$ cat src/dos_pkg.sv
// ----------------------------------------------------------------------------
// dos_pkg
// Shared widths, defaults and control types for the depth order sorter.
// ----------------------------------------------------------------------------
package dos_pkg;

    localparam int KEY_W        = 31;
    localparam int OUT_IDX_W    = 6;
    localparam int CAPACITY_DEF = 64;

    typedef struct packed {
        logic load;
        logic drain;
    } cell_ctl_t;

endpackage

$ cat src/dos_cell.sv
// ----------------------------------------------------------------------------
// dos_cell
// One slot of the insertion chain: holds a key and its load index, keeps
// the row sorted on load and shifts toward the head while draining.
// ----------------------------------------------------------------------------
module dos_cell
    import dos_pkg::*;
#(
    parameter int IDX_W = 6
)
(
    input  logic             clk,
    input  logic             rst_n,
    input  cell_ctl_t        ctl,
    input  logic [KEY_W-1:0] new_key,
    input  logic [IDX_W-1:0] new_idx,
    input  logic             left_gt,
    input  logic             left_valid,
    input  logic [KEY_W-1:0] left_key,
    input  logic [IDX_W-1:0] left_idx,
    input  logic             right_valid,
    input  logic [KEY_W-1:0] right_key,
    input  logic [IDX_W-1:0] right_idx,
    output logic             gt,
    output logic             valid,
    output logic [KEY_W-1:0] key,
    output logic [IDX_W-1:0] idx
);

    logic             valid_reg, valid_next;
    logic [KEY_W-1:0] key_reg, key_next;
    logic [IDX_W-1:0] idx_reg, idx_next;

    // strictly greater keeps equal keys in load order
    assign gt = !valid_reg || (key_reg > new_key);

    always_comb
    begin
        valid_next = valid_reg;
        key_next   = key_reg;
        idx_next   = idx_reg;
        if (ctl.drain)
        begin
            valid_next = right_valid;
            key_next   = right_key;
            idx_next   = right_idx;
        end
        else if (ctl.load)
        begin
            if (left_gt)
            begin
                valid_next = left_valid;
                key_next   = left_key;
                idx_next   = left_idx;
            end
            else if (gt)
            begin
                valid_next = 1'b1;
                key_next   = new_key;
                idx_next   = new_idx;
            end
        end
    end

    always_ff @(posedge clk or negedge rst_n)
    begin
        if (!rst_n)
            valid_reg <= 1'b0;
        else
            valid_reg <= valid_next;
    end

    always_ff @(posedge clk)
    begin
        key_reg <= key_next;
        idx_reg <= idx_next;
    end

    assign valid = valid_reg;
    assign key   = key_reg;
    assign idx   = idx_reg;

endmodule

$ cat config.mk
export PLATFORM = sky130hd
export DESIGN_NAME = dos_cell
export DESIGN_NICKNAME = d
export VERILOG_FILES = /design/src/dos_pkg.sv /design/src/dos_cell.sv
export SDC_FILE = /design/constraint.sdc
export NUM_CORES = 1
export LEC_CHECK = 0
export BUFFER_PORTS_ARGS = -buffer_cell sky130_fd_sc_hd__clkbuf_2
export CAP_MARGIN = 20
export CORE_UTILIZATION = 40
export DETAILED_ROUTE_END_ITERATION = 12
export PLACE_DENSITY = 0.74
export SYNTH_ARGS = -nofsm -noshare
export SYNTH_HDL_FRONTEND = slang
export SYNTH_SLANG_ARGS = --single-unit
export TNS_END_PERCENT = 30
$ cat constraint.sdc
create_clock -name clk -period 4.91 [get_ports clk]
set_input_delay 1.2275 -clock clk [delete_from_list [all_inputs] [get_ports clk]]
set_output_delay 1.2275 -clock clk [all_outputs]
set_load 0.05 [all_outputs]
==> out/results.ini <==
[run_status]
outcome = completed

[yosys]
yosys_warnings = 0
synth-xor-area-share = 0
synthTopCellsByArea = edfxtp_1 (41%), ha_1 (14%), mux2i_1 (14%)
synth_flop_cell = edfxtp_1
synth.mux.area_fraction = 0.1357
synth-seq-cells = 38
synth_top_family_by_area = adder cells
yosysSeqAreaShare = 0.4161
syn-cell-area_um2 = 2730
yosys.area_share.simple = 0.1082
ys_types = 29
synth_area_leader_cell = edfxtp_1
synth.top_cell.area_share = 0.4070
ys_async_sr_fraction = 0.02632
synth_area_per_cell_um2 = 9.613
synth_compound_area_frac = 0.1269
syn_nets = 433
netlist_instances = 284
synthAdderAreaFrac = 0.1421
synth_edf_count = 37

[critical_path]
crit_path_max_fanout = 3
max_stage_delay_ns = 0.34
crit_chain = clkbuf_2, inv_1, ha_1, nand4_2, nor4_2, nand2_1, a311o_1, nand2_1, clkbuf_2
cp_slowest_cell = nor4_2
worstPathRequired_ns = 3.68
endpoint_kind = primary output
crit_path_start_kind = input port
critical_path_arrival_ns = 3.04
path_class = input port to primary output
path_buf_inv = 3
cpLargestDelayFamily = simple AND/OR/NAND/NOR gates

[timing]
tightest_slew_ns = 0.6447
fin_setup_tns_ns = 0
fin_crit_ns = 4.263
fmax_ghz = 0.2346
slew_headroom = 0.5702
timing.final.max_slew_violations = 0
fin_skew_ns = 0.01126
setup_violations = 0
final.setup.worst_slack_ns = 0.6474
rsz0062_at_grt = false
finalCritPeriodShare = 0.8681
final_hold_viol_count = 0

[place]
dpl.hpwl_um = 5551
gp_congestion = 0.7617
io_buffer_count = 156
post-place-ws_ns = 0.6568

[clock_network]
cts_tree = yes
clk-insertion-delay-late_ns = 0.29
cts_sinks = 38
postCtsSetupRepairBufs = 0
cts-htree-levels = 2
clk_pin_slew_ns = 0.07
post_cts_resized = 0
cts_buffer_depth = 2
numCtsBuffers = 5
hold_buffers = 0
cts_root_buffer = clkbuf_8

[routing]
ant_nets = 0
via_per_inst = 4.875
vias = 2506
post_drt_wl_per_cell_um = 13.28
route.met3.wl_um = 407
dr.max_layer_used = met4
drtIter0Drc = 53
m1WireLength_um = 2910
met2_length_um = 3452
drtPass1Iterations = 6
totalWireLength_um = 6828
drc_errors = 0

[finish]
final-seq-area_um2 = 1136
multi_input_area_um2 = 1415
fillerInstances = 605
num_antenna_cells = 0
area_growth_pct = 34.19
final_common_cell = clkbuf_2
final_util = 0.5672
most-common-layout-cells = clkbuf_2 (156), nand2_1 (50), o21ai_0 (42)
largest_reg_flops = 31
drive_gt1_frac = 0.3822
nets = 585

[hold_path]
hold_path_class = input port to asynchronous set/reset pin

[floorplan]
die-area_um2 = 7160
rows = 29
coreArea_um2 = 6459
initial_utilization = 0.4227
die_h_um = 84.62
chipWidth_um = 84.62
pin_count = 157

[grt]
grt_overflow = 0
grt_usage = 0.1984
grt_max_degree = 43
grt_pass1_vias = 2582
antenna_found_initial = 0
grt_first_pass_wirelength_um = 11210

[pwr]
power_density_nw_per_um2 = 271.3
ir_drop_uv = 156.9
power.leakage_uw = 0.001956

[job]
cap_viol_max_count = 0

[final cells by class]
| class | count | share of cell area |
|---|---|---|
| Timing Repair Buffer | 159 | 0.2227 |
| Tap cell | 77 | 0.02630 |
| Sequential cell | 38 | 0.3101 |
| Inverter | 32 | 0.03279 |
| Multi-Input combinational cell | 200 | 0.3863 |
| Clock buffer | 8 | 0.02186 |
[kinds of logic (layout without fill, tap and decap cells)]
family / after synthesis / after routing
fa+ha+maj: 31 / 31
mux: 37 / 37
simple gates: 68 / 68
flops: 38 / 38
compound gates: 64 / 64
buf+inv: 46 / 199
[cell usage after synthesis, types with 3 or more instances]
cell type,count
nand2_1,50
o21ai_0,42
edfxtp_1,37
mux2i_1,37
inv_1,32
ha_1,31
a21oi_1,13
clkbuf_1,9
nor2_1,6
nand4_1,4
buf_2,3
nand3_1,3
[worst paths after layout]
| check | startpoint | to | slack [ns] | cells after the start |
|---|---|---|---|---|
| worst min register to register | valid$_DFFE_PN0P_ | valid$_DFFE_PN0P_ | 0.71 | 2 |
| worst max-delay path | new_key[30] | gt | 0.65 | 9 |
| max in group asynchronous | rst_n | valid$_DFFE_PN0P_ | 4.12 | 1 |
| worst max register to register | key[30]$_DFFE_PP_ | key[0]$_DFFE_PP_ | 2.20 | 7 |
| worst min-delay path | rst_n | valid$_DFFE_PN0P_ | 0.70 | 1 |
| min in group clk | valid$_DFFE_PN0P_ | valid$_DFFE_PN0P_ | 0.71 | 2 |
[worst reg2reg max path: cells and delay by family (launching register included)]
kind / cells / cell delay (ns)
flip-flops: 1 / 0.40
buffers and inverters: 1 / 0.25
AO/OA/AOI/OAI: 2 / 0.76
adder cells (fa/ha/maj): 1 / 0.35
AND/OR/NAND/NOR: 3 / 0.63
[report_power, final]
part	switching (uW)	internal, uW	total, uW
clock	106	101	207
sequential	20.2	402	422
combinational	246	119	365
total	372	622	994
[per-layer routing]
layer  up-vias  global-route usage
li1       1313                   -
met1      1095              0.2286
met2        92              0.3710
met5         -                   0
met4         0             0.04160
met3         6             0.04916
[metrics by stage]
step,cells,instance area (um^2),power [uW],hold slack [ns]
2_1_floorplan,284,2736,675.9,0.9035
3_3_place_gp,506,3583,787.2,0.7050
3_5_place_dp,506,3583,797.9,0.7090
4_1_cts,514,3664,1005,0.6934
5_1_grt,514,3664,1051,0.6827
6_report,514,3664,993.9,0.7020
No activity file was read; power rests on OpenSTA's default activity.
